**config.mk**
```make
export PLATFORM = sky130hd
export DESIGN_NAME = two_class_priority_queue_cancel_top_flat
export DESIGN_NICKNAME = d
export VERILOG_FILES = /design/src/sv/tcpq_pkg.sv /design/src/sv/tcpq_req_if.sv /design/src/sv/tcpq_rsp_if.sv /design/src/sv/tcpq_cell.sv /design/src/sv/two_class_priority_queue_cancel_top.sv /design/src/flat_wrapper.sv
export SDC_FILE = /design/constraint.sdc
export NUM_CORES = 1
export LEC_CHECK = 0
export ABC_AREA = 1
export BUFFER_PORTS_ARGS = -buffer_cell sky130_fd_sc_hd__buf_2
export CAP_MARGIN = 15
export CORE_MARGIN = 2
export CORE_UTILIZATION = 50
export CTS_CLUSTER_DIAMETER = 30
export DETAILED_ROUTE_END_ITERATION = 6
export GPL_TIMING_DRIVEN = 0
export PLACE_DENSITY = 0.74
export REMOVE_ABC_BUFFERS = 1
export SYNTH_ARGS = -nofsm -noshare
export SYNTH_HDL_FRONTEND = slang
export SYNTH_SLANG_ARGS = --single-unit
```
**constraint.sdc**
```tcl
create_clock -name clk -period 4.75 [get_ports clk]
set_input_delay 0.95 -clock clk [delete_from_list [all_inputs] [get_ports clk]]
set_output_delay 0.95 -clock clk [all_outputs]
set_load 0.02 [all_outputs]
```
**src/sv/tcpq_pkg.sv**
```systemverilog
`default_nettype none

package tcpq_pkg;

	localparam int QUEUE_DEPTH = 16;
	localparam int ID_W        = 16;
	localparam int PREP_W      = 16;
	localparam int LIVE_W      = 5;
	localparam int CNT_W       = $clog2(QUEUE_DEPTH + 1);

	typedef enum logic [1:0] {
		CMD_ENQ    = 2'd0,
		CMD_DEQ    = 2'd1,
		CMD_CANCEL = 2'd2,
		CMD_NOP    = 2'd3
	} cmd_t;

	typedef enum logic [1:0] {
		ST_OK       = 2'd0,
		ST_EMPTY    = 2'd1,
		ST_FULL     = 2'd2,
		ST_NOTFOUND = 2'd3
	} status_t;

	typedef struct packed {
		logic [ID_W-1:0]   id;
		logic [PREP_W-1:0] prep;
		logic              vip;
	} entry_t;

	// Broadcast from the top level to every cell
	typedef struct packed {
		cmd_t            op;
		logic            any_vip;
		logic [ID_W-1:0] key;
		entry_t          new_entry;
	} cell_ctrl_t;

endpackage

`default_nettype wire

```
**src/sv/tcpq_req_if.sv**
```systemverilog
`default_nettype none

interface tcpq_req_if;
	logic                        valid;
	logic                        ready;
	logic [1:0]                  command;
	logic [tcpq_pkg::ID_W-1:0]   entry_id;
	logic [tcpq_pkg::PREP_W-1:0] prep_time;
	logic                        vip;

	modport source (output valid, command, entry_id, prep_time, vip, input ready);
	modport sink   (input valid, command, entry_id, prep_time, vip, output ready);
endinterface

`default_nettype wire

```
**src/sv/tcpq_rsp_if.sv**
```systemverilog
`default_nettype none

interface tcpq_rsp_if;
	logic                        valid;
	logic                        ready;
	logic [1:0]                  status;
	logic [tcpq_pkg::ID_W-1:0]   out_id;
	logic [tcpq_pkg::PREP_W-1:0] out_prep;
	logic                        out_vip;
	logic [tcpq_pkg::LIVE_W-1:0] live_count;

	modport source (output valid, status, out_id, out_prep, out_vip, live_count,
		input ready);
	modport sink   (input valid, status, out_id, out_prep, out_vip, live_count,
		output ready);
endinterface

`default_nettype wire

```
**src/sv/tcpq_cell.sv**
```systemverilog
`default_nettype none

// One queue position. Cells are kept packed in arrival order, oldest at cell 0.
module tcpq_cell (
	input  wire logic                 clk,
	input  wire logic                 arst_n,
	input  wire tcpq_pkg::cell_ctrl_t ctrl,
	input  wire logic                 found_in,
	input  wire logic                 prev_valid,
	input  wire logic                 nbr_valid,
	input  wire tcpq_pkg::entry_t     nbr_entry,
	output logic                      found_out,
	output logic                      remove,
	output logic                      valid,
	output logic                      vip_live,
	output tcpq_pkg::entry_t          entry
);

	logic             valid_q;
	tcpq_pkg::entry_t entry_q;
	logic             match;
	logic             load;

	// Compare this entry against the current operation
	always_comb begin
		unique case (ctrl.op)
			tcpq_pkg::CMD_DEQ:    match = valid_q & (entry_q.vip | ~ctrl.any_vip);
			tcpq_pkg::CMD_CANCEL: match = valid_q & (entry_q.id == ctrl.key);
			default:              match = 1'b0;
		endcase
	end

	// Only the oldest match is removed; every cell at or above it shifts down
	assign remove    = match & ~found_in;
	assign found_out = found_in | remove;
	assign load      = (ctrl.op == tcpq_pkg::CMD_ENQ) & ~valid_q & prev_valid;

	always_ff @(posedge clk or negedge arst_n) begin
		if (!arst_n) begin
			valid_q <= 1'b0;
		end else if (found_out) begin
			valid_q <= nbr_valid;
		end else if (load) begin
			valid_q <= 1'b1;
		end
	end

	always_ff @(posedge clk) begin
		if (found_out) begin
			entry_q <= nbr_entry;
		end else if (load) begin
			entry_q <= ctrl.new_entry;
		end
	end

	assign valid    = valid_q;
	assign vip_live = valid_q & entry_q.vip;
	assign entry    = entry_q;

endmodule

`default_nettype wire

```
**src/sv/two_class_priority_queue_cancel_top.sv**
```systemverilog
// A request accepted into the request stage is executed once the response register
// can take it; its response is registered there and then becomes valid.
// Throughput: one request per cycle while responses are taken; a response that
// waits holds the request stage and with it the request input.
// Reset: arst_n clears all entries, the count and both pipeline flags.
`default_nettype none

module two_class_priority_queue_cancel_top (
	input wire logic clk,
	input wire logic arst_n,
	tcpq_req_if.sink   req,
	tcpq_rsp_if.source rsp
);

	localparam int D = tcpq_pkg::QUEUE_DEPTH;

	logic                           busy_s1;
	tcpq_pkg::cmd_t                 cmd_s1;
	tcpq_pkg::entry_t               ent_s1;
	logic                           exec;
	logic [tcpq_pkg::CNT_W-1:0]     count_q;
	logic [tcpq_pkg::CNT_W-1:0]     count_next;
	logic                           full;
	logic                           empty;

	tcpq_pkg::cell_ctrl_t           ctrl;
	logic [D:0]                     found;
	logic [D-1:0]                   cell_valid;
	logic [D+1:0]                   valid_pad;
	logic [D-1:0]                   remove;
	logic [D-1:0]                   vip_live;
	tcpq_pkg::entry_t               entries [D+1];
	tcpq_pkg::entry_t               sel;

	tcpq_pkg::status_t              status_d;
	tcpq_pkg::entry_t               out_d;

	logic                           out_valid_q;
	tcpq_pkg::status_t              status_q;
	tcpq_pkg::entry_t               out_q;
	logic [tcpq_pkg::LIVE_W-1:0]    live_q;

	// Execute the held request when the response register can take it
	assign exec      = busy_s1 & (~out_valid_q | rsp.ready);
	assign req.ready = ~busy_s1 | exec;
	assign full      = (count_q == tcpq_pkg::CNT_W'(D));
	assign empty     = (count_q == '0);

	// Hold the accepted request for execution
	always_ff @(posedge clk or negedge arst_n) begin
		if (!arst_n) begin
			busy_s1 <= 1'b0;
		end else if (req.ready) begin
			busy_s1 <= req.valid;
		end
	end

	always_ff @(posedge clk) begin
		if (req.valid && req.ready) begin
			cmd_s1      <= tcpq_pkg::cmd_t'(req.command);
			ent_s1.id   <= req.entry_id;
			ent_s1.prep <= req.prep_time;
			ent_s1.vip  <= req.vip;
		end
	end

	// Broadcast the operation to the cells
	always_comb begin
		ctrl.op        = exec ? cmd_s1 : tcpq_pkg::CMD_NOP;
		ctrl.any_vip   = |vip_live;
		ctrl.key       = ent_s1.id;
		ctrl.new_entry = ent_s1;
	end

	// Pad the valid row: always occupied ahead of cell 0, always empty past the last cell
	assign found[0]   = 1'b0;
	assign valid_pad  = {1'b0, cell_valid, 1'b1};
	assign entries[D] = '0;

	for (genvar i = 0; i < D; i++) begin : g_cell
		tcpq_cell u_cell (
			.clk        (clk),
			.arst_n     (arst_n),
			.ctrl       (ctrl),
			.found_in   (found[i]),
			.prev_valid (valid_pad[i]),
			.nbr_valid  (valid_pad[i+2]),
			.nbr_entry  (entries[i+1]),
			.found_out  (found[i+1]),
			.remove     (remove[i]),
			.valid      (cell_valid[i]),
			.vip_live   (vip_live[i]),
			.entry      (entries[i])
		);
	end

	// Pick the removed entry; at most one cell removes
	always_comb begin
		sel = '0;
		for (int i = 0; i < D; i++) begin
			sel = sel | (remove[i] ? entries[i] : '0);
		end
	end

	// Build the response and the next count
	always_comb begin
		status_d   = tcpq_pkg::ST_OK;
		out_d      = '0;
		count_next = count_q;
		unique case (cmd_s1)
			tcpq_pkg::CMD_ENQ: begin
				if (full) begin
					status_d = tcpq_pkg::ST_FULL;
				end else begin
					count_next = count_q + tcpq_pkg::CNT_W'(1);
				end
			end
			tcpq_pkg::CMD_DEQ: begin
				if (empty) begin
					status_d = tcpq_pkg::ST_EMPTY;
				end else begin
					out_d      = sel;
					count_next = count_q - tcpq_pkg::CNT_W'(1);
				end
			end
			tcpq_pkg::CMD_CANCEL: begin
				if (found[D]) begin
					count_next = count_q - tcpq_pkg::CNT_W'(1);
				end else begin
					status_d = tcpq_pkg::ST_NOTFOUND;
				end
			end
			default: begin
				status_d = tcpq_pkg::ST_OK;
			end
		endcase
	end

	always_ff @(posedge clk or negedge arst_n) begin
		if (!arst_n) begin
			count_q     <= '0;
			out_valid_q <= 1'b0;
		end else if (exec) begin
			count_q     <= count_next;
			out_valid_q <= 1'b1;
		end else if (rsp.ready) begin
			out_valid_q <= 1'b0;
		end
	end

	always_ff @(posedge clk) begin
		if (exec) begin
			status_q <= status_d;
			out_q    <= out_d;
			live_q   <= tcpq_pkg::LIVE_W'(count_next);
		end
	end

	assign rsp.valid      = out_valid_q;
	assign rsp.status     = status_q;
	assign rsp.out_id     = out_q.id;
	assign rsp.out_prep   = out_q.prep;
	assign rsp.out_vip    = out_q.vip;
	assign rsp.live_count = live_q;

endmodule

`default_nettype wire

```
**src/flat_wrapper.sv**
```systemverilog
// flat-port wrapper written by rule: the top's interface ports become plain ports
module two_class_priority_queue_cancel_top_flat 
  (clk, arst_n, req_valid, req_command, req_entry_id, req_prep_time, req_vip, req_ready, rsp_valid, rsp_status, rsp_out_id, rsp_out_prep, rsp_out_vip, rsp_live_count, rsp_ready);
  tcpq_req_if req_i ();
  tcpq_rsp_if rsp_i ();
  input wire logic clk;
  input wire logic arst_n;
  input wire logic [$bits(req_i.valid)-1:0] req_valid;
  input wire logic [$bits(req_i.command)-1:0] req_command;
  input wire logic [$bits(req_i.entry_id)-1:0] req_entry_id;
  input wire logic [$bits(req_i.prep_time)-1:0] req_prep_time;
  input wire logic [$bits(req_i.vip)-1:0] req_vip;
  output wire logic [$bits(req_i.ready)-1:0] req_ready;
  output wire logic [$bits(rsp_i.valid)-1:0] rsp_valid;
  output wire logic [$bits(rsp_i.status)-1:0] rsp_status;
  output wire logic [$bits(rsp_i.out_id)-1:0] rsp_out_id;
  output wire logic [$bits(rsp_i.out_prep)-1:0] rsp_out_prep;
  output wire logic [$bits(rsp_i.out_vip)-1:0] rsp_out_vip;
  output wire logic [$bits(rsp_i.live_count)-1:0] rsp_live_count;
  input wire logic [$bits(rsp_i.ready)-1:0] rsp_ready;
  assign req_i.valid = req_valid;
  assign req_i.command = req_command;
  assign req_i.entry_id = req_entry_id;
  assign req_i.prep_time = req_prep_time;
  assign req_i.vip = req_vip;
  assign req_ready = req_i.ready;
  assign rsp_valid = rsp_i.valid;
  assign rsp_status = rsp_i.status;
  assign rsp_out_id = rsp_i.out_id;
  assign rsp_out_prep = rsp_i.out_prep;
  assign rsp_out_vip = rsp_i.out_vip;
  assign rsp_live_count = rsp_i.live_count;
  assign rsp_i.ready = rsp_ready;
  two_class_priority_queue_cancel_top u_core (.clk(clk), .arst_n(arst_n), .req(req_i), .rsp(rsp_i));
endmodule
```
[After elaboration in Yosys (flattened, before gate mapping)]
Index checks and enable logic that the tools add are counted.
Cells by class
  add/subtract/negate cells: 2
  bitwise gates (word level): 178
  reductions and logical operators: 23
  multiplexer cells: 105
  eq/ne operators: 21
Operators with widths (count)
  $mux W33: 46
  $or A33 B33 Y33: 15
  $eq A16 B16 Y1: 16
  $and A1 B1 Y1: 95
  $mux W1: 35
  $not A1 Y1: 35
  $reduce_bool A2 Y1: 17
  $or A1 B1 Y1: 33
  $pmux W1 S2: 16
  $reduce_or A16 Y1: 1
  $mux W5: 3
  $pmux W5 S3: 1
  $mux W2: 3
  $pmux W2 S3: 1
  $add A5 B1 Y5 const B: 1
  $eq A5 B5 Y1 const B: 1
  $logic_not A5 Y1: 1
  $sub A5 B1 Y5 const B: 1
  $eq A2 B1 Y1 const B: 2
  $eq A2 B2 Y1 const B: 2
  $logic_not A2 Y1: 2
  $reduce_or A2 Y1: 1
  $logic_and A1 B1 Y1: 1
Word-level totals
  word-level logic and storage cells: 405
  bits in registers: 626
  input port bits: 39

[Longest topological paths before layout]
  depth in word-level cells: 53
  gate-level depth with buffers: 29
  depth with buffers taken out: 27

[Cells and area by module]
Synthesis repeated with hierarchy kept, for this count alone.
Unflattened totals
  cell total of the unflattened synthesis: 4719
  area, all modules: 37066.8 um^2
Modules (own cells, without submodules)
  tcpq_cell: cells an instance 230, seq. area each 1016.0 um^2, instances 16, area an instance 1905.6 um^2
  two_class_priority_queue_cancel_top: cells an instance 1039, seq. area each 2427.3 um^2, instances 1, area an instance 6577.6 um^2

[Least setup slack after synthesis]
OpenSTA, ideal clock, no wires.
  kind: input port to flip-flop
  start point: input port rsp_ready
  end point: register u_core.g_cell[0].u_cell.entry_q, in the netlist u_core.g_cell[0].u_cell.entry[0] (enable)
  cell stages on the path: 8
  path slack: 0.127 ns
  data required time: 4.279 ns
  data arrival time: 4.151 ns
  setup time: 0.471 ns
  cell sequence: inv_1 > nand2_1 > nand2_1 > nor2_1 > ha_1 > clkbuf_1 > inv_1 > o21ai_0
On the way
  word-level cells in the longest chain between the ends: 6
Ends and longest elaborated chain
  start, declared: RTL line flat_wrapper.sv:20  | input wire logic [$bits(rsp_i.ready)-1:0] rsp_ready;
  $or A1 B1 Y1 (*): RTL line two_class_priority_queue_cancel_top.sv:44  | assign exec = busy_s1 & (~out_valid_q | rsp.ready);
  $and A1 B1 Y1 (*): RTL line two_class_priority_queue_cancel_top.sv:44
  $mux W2 (*): RTL line two_class_priority_queue_cancel_top.sv:69  | ctrl.op = exec ? cmd_s1 : tcpq_pkg::CMD_NOP;
  $eq A2 B2 Y1, or another cell as far along: RTL line tcpq_cell.sv:26  | unique case (ctrl.op)
  $pmux W1 S2 or $and A1 B1 Y1 (tied branches): RTL line tcpq_cell.sv:26, tcpq_cell.sv:36
  $reduce_bool A2 Y1 (no source line) (*)
  end signal, assigned: RTL line tcpq_cell.sv:50  | entry_q <= nbr_entry;
  end signal, assigned: RTL line tcpq_cell.sv:52  | entry_q <= ctrl.new_entry;
  end, declared: RTL line tcpq_cell.sv:20  | tcpq_pkg::entry_t entry_q;
Mark *: on every way between the ends. The rest lies on a longest branch, timed or not.
A chain may end at the register's enable or synchronous reset.

[Worst setup path in the final report]
  start point: register u_core.ent_s1, in the netlist u_core.ctrl[18]
  end point: register u_core.g_cell[14].u_cell.entry_q, in the netlist u_core.g_cell[14].u_cell.entry[6] (enable)
On the way
  word-level cells in the longest chain between the ends: 46
Ends and longest elaborated chain
  start, declared: RTL line two_class_priority_queue_cancel_top.sv:19  | tcpq_pkg::entry_t ent_s1;
  $eq A16 B16 Y1: RTL line tcpq_cell.sv:28  | tcpq_pkg::CMD_CANCEL: match = valid_q & (entry_q.id == ctrl.key);
  $and A1 B1 Y1: RTL line tcpq_cell.sv:28
  $pmux W1 S2: RTL line tcpq_cell.sv:26
  $not A1 Y1: RTL line tcpq_cell.sv:34  | assign remove = match & ~found_in;
  $and A1 B1 Y1: RTL line tcpq_cell.sv:34
  $or A1 B1 Y1: RTL line tcpq_cell.sv:35  | assign found_out = found_in | remove;
  $not A1 Y1: RTL line tcpq_cell.sv:34
  $and A1 B1 Y1: RTL line tcpq_cell.sv:34
  [... 30 more ...]
  $or A1 B1 Y1: RTL line tcpq_cell.sv:35
  $not A1 Y1: RTL line tcpq_cell.sv:34
  $and A1 B1 Y1: RTL line tcpq_cell.sv:34
  $or A1 B1 Y1: RTL line tcpq_cell.sv:35
  $not A1 Y1: RTL line tcpq_cell.sv:34
  $and A1 B1 Y1: RTL line tcpq_cell.sv:34
  $or A1 B1 Y1 (*): RTL line tcpq_cell.sv:35
  $reduce_bool A2 Y1 (no source line) (*)
  end signal, assigned: RTL line tcpq_cell.sv:50
  end signal, assigned: RTL line tcpq_cell.sv:52
  end, declared: RTL line tcpq_cell.sv:20
Marks and branches as above.

==> out/summary.json <==
{
  "status": "finished, violations left",
  "violations": "design-rule violations",
  "clkSinkCount": 626,
  "setup_tns_ns": 0,
  "final_hold_viol_count": 0,
  "die_h_microns": 261,
  "top_layer": "met4",
  "critical_path_required_ns": 5.03,
  "postSynthRegisterBits": 626,
  "yosysWarningCount": 0,
  "worstSetupPathType": "flop to flop",
  "critPathLaunchType": "flop",
  "port_buffers": 80,
  "max_cap_violations": 0,
  "track_usage_pct": 26.8,
  "routed_wirelength_microns": 93500,
  "fin_crit_sh_pct": 99.3,
  "worst_ir_drop_vdd_uv": 456,
  "syn_to_final_growth_pct": 19.5,
  "finalCriticalPeriod_ns": 4.72,
  "grt_pass1_wl_microns": 143000,
  "netlist_instances": 3877,
  "cts_tree": "yes",
  "wl_met1_microns": 37200,
  "max_freq_mhz": 212,
  "worst_slew_pin_slew_ns": 1.02,
  "met2WireLength_microns": 43700,
  "ctsLongestPathBuffers": 3,
  "p_leak_nw": 15.9,
  "synth-async-reset-ratio_pct": 3.67,
  "drt_first_iter_violations": 3434,
  "drt-vias-per-instance": 5.64,
  "firstDrtPassIters": 7,
  "syn-mean-instance-area_sq_um": 8.55,
  "yosysUniqueCellTypes": 46,
  "final-setup-viol-count": 0,
  "first_global_vias": 25800,
  "initial_utilization_pct": 50.5,
  "power.density_cell_area_nw_per_um2": 804,
  "drt_drc_violations_left": 1,
  "detailroute.via_count": 27700,
  "worst_setup_hold_path_clk_slew_ns": 0.05,
  "timing.slew.headroom_pct": 31.9,
  "pin_count_of_the_biggest_net_entering_global_routing": 70,
  "clkLatencyLatePin_ns": 0.68,
  "die_width_microns": 261,
  "ant_nets": 0,
  "seq_total_area_yosys_pct": 55.4,
  "num-nets-final": 3990,
  "route.detailed.wl_per_inst_microns": 19.0,
  "critical_path_arrival_ns": 5.00,
  "cts_htree_levels": 3,
  "route.met3.wl_microns": 8680,
  "boundary_pin_count": 81,
  "postSynth.topFlopCell": "edfxtp_1",
  "core_area_sq_um": 65600,
  "clock-root-buffer": "clkbuf_16",
  "worst_clock_skew_ns": 0.0354,
  "setup.worst_path.end_class": "flop",
  "number_of_enable_flip_flop_cells_after_synthesis": 570,
  "netlist_area_sq_um": 33100,
  "depth_of_the_most_critical_reg_to_reg_path": 12,
  "gp_routability_congestion": 0.926,
  "unrepaired_setup_endpoints_after_global_routing": "no",
  "proportion_of_layout_cells_with_a_drive_suffix_above_1_pct": 12.2,
  "timing.critical_path.fanout_max": 33,
  "final_core_util_pct": 60.3,
  "tritoncts.num_buffers": 120,
  "report.final.slew_viol_count": 0,
  "antenna_found_initial": 1,
  "rrSetupSlack_ns": 0.03,
  "die_area_sq_um": 68300,
  "dp_hpwl_microns": 57600,
  "grt_overflow_total": 0,
  "cts_hold_buf": 0,
  "min_path_type": "input pin to async pin",
  "row_count": 94
}
area by class of cell:
| cell class | count | area, sq um |
|---|---|---|
| inverter | 287 | 1100 |
| multi-input combinational | 2727 | 13000 |
| tap | 864 | 1080 |
| clock buffer | 138 | 3190 |
| sequential | 626 | 18400 |
| timing repair buffer | 185 | 1840 |
| fill | 5147 | 26000 |
| antenna | 1 | 2.50 |
| clock inverter | 86 | 1030 |
power breakdown:
group / internal, W / total, W / switching, W
Combinational: 0.00361 / 0.0115 / 0.00788
Clock: 0.00583 / 0.00878 / 0.00295
Sequential: 0.0100 / 0.0116 / 0.00155
metal layers:
layer | global-route usage, % | vias up
met2 | 43.0 | 1537
met1 | 36.0 | 12800
met4 | 12.6 | 0
met5 | 0 | -
li1 | - | 13100
met3 | 4.09 | 239
registers in the layout, summed over array words and instances, names as in the netlist:
signal	count
u_core.g_cell.u_cell.entry	528
u_core.ctrl	33
u_core.g_cell.u_cell.valid	16
u_core.rsp.out_id	16
u_core.rsp.out_prep	16
u_core.count_q	5
u_core.rsp.live_count	5
u_core.cmd_s1	2
u_core.rsp.status	2
u_core.busy_s1	1
u_core.rsp.out_vip	1
u_core.rsp.valid	1
layout by cell type, fill, tap and decap left out, types with 19 or more instances in the layout:
cell type / Yosys / routed
inv_1: 270 / 261
dfrtp_1: 23 / 23
xnor2_1: 53 / 53
nand2_1: 1123 / 1118
edfxtp_1: 570 / 570
xor2_1: 99 / 99
a21oi_1: 50 / 50
buf_4: 11 / 51
bufinv_16: 0 / 19
nor2_1: 440 / 425
nand4_1: 43 / 43
nand3_1: 215 / 212
o21ai_0: 514 / 513
buf_2: 27 / 81
dfxtp_1: 33 / 33
nor2_2: 11 / 21
a211oi_1: 36 / 36
clkinv_2: 0 / 25
clkbuf_16: 0 / 123
synth_stat cells (all sizes together) (5+ instances only):
cell | instances | area, sq um
nand3 | 215 | 1080
buf | 54 | 300
edfxtp | 570 | 17100
xor2 | 99 | 867
o22ai | 7 | 43.8
nor3 | 18 | 101
nor4 | 10 | 62.6
or2 | 16 | 100
nor2 | 454 | 1760
dfxtp | 33 | 661
a31oi | 17 | 106
dfrtp | 23 | 576
xnor2 | 53 | 464
nand4 | 46 | 333
o21ai | 516 | 2580
clkbuf | 198 | 743
a22oi | 14 | 105
inv | 283 | 1060
a21oi | 50 | 250
nor3b | 7 | 52.6
a21boi | 5 | 37.5
nand2 | 1128 | 4250
a221oi | 9 | 78.8
a211oi | 36 | 270
timing repair:
action	CTS	global route
pin swaps	12	8
buffers inserted	53	8
setup endpoints to repair	878	212
cloned	12	4
gates resized for setup	19	19
cell families (layout without fill, tap and decap cells):
logic type | Yosys count | in the layout | synth area share [%]
XOR/XNOR | 152 | 152 | 4.02
buffers and inverters | 539 | 696 | 6.40
AND/OR/NAND/NOR | 1895 | 1910 | 23.4
AO/OA/AOI/OAI | 661 | 661 | 10.7
flip-flops | 626 | 626 | 55.4
adder cells (fa/ha/maj) | 4 | 4 | 0.151
other | 0 | 1 | 0
final timing paths:
kind,startpoint,endpoint
worst min-delay path,arst_n,u_core.g_cell[8].u_cell.valid
min in group clk,req_entry_id[7],u_core.ctrl[24]
worst min register to register,u_core.g_cell[15].u_cell.entry[16],u_core.g_cell[15].u_cell.entry[16]
worst max register to register,u_core.ctrl[18],u_core.g_cell[14].u_cell.entry[6]
max in group asynchronous,arst_n,u_core.g_cell[7].u_cell.valid
worst max-delay path,u_core.ctrl[18],u_core.g_cell[14].u_cell.entry[6]
metrics by stage:
step                cells  power (W)  hold WS [ns]  setup slack [ns]  instance area, sq um
floorplan            3625     0.0181         0.452             -3.94                 32100
global route         4913     0.0335         0.344           0.00367                 39600
finish               4914     0.0318         0.282            0.0310                 39600
CTS                  4901     0.0314         0.286            0.0128                 39400
global placement     4569     0.0207         0.462             -8.30                 33600
detailed placement   4612     0.0219         0.475             -4.16                 34500
critical path, stage by stage (launching register included):
cell	delay, ns
edfxtp_1	0.43
buf_4	0.24
buf_6	0.19
or2_2	0.30
a21oi_1	0.14
nand3_1	0.16
o41ai_1	0.75
nand4_1	0.68
inv_1	0.37
nor2_8	0.09
nand2_8	0.18
a31oi_1	0.10
inv_2	0.65
Power figures use the tool's default switching activity.
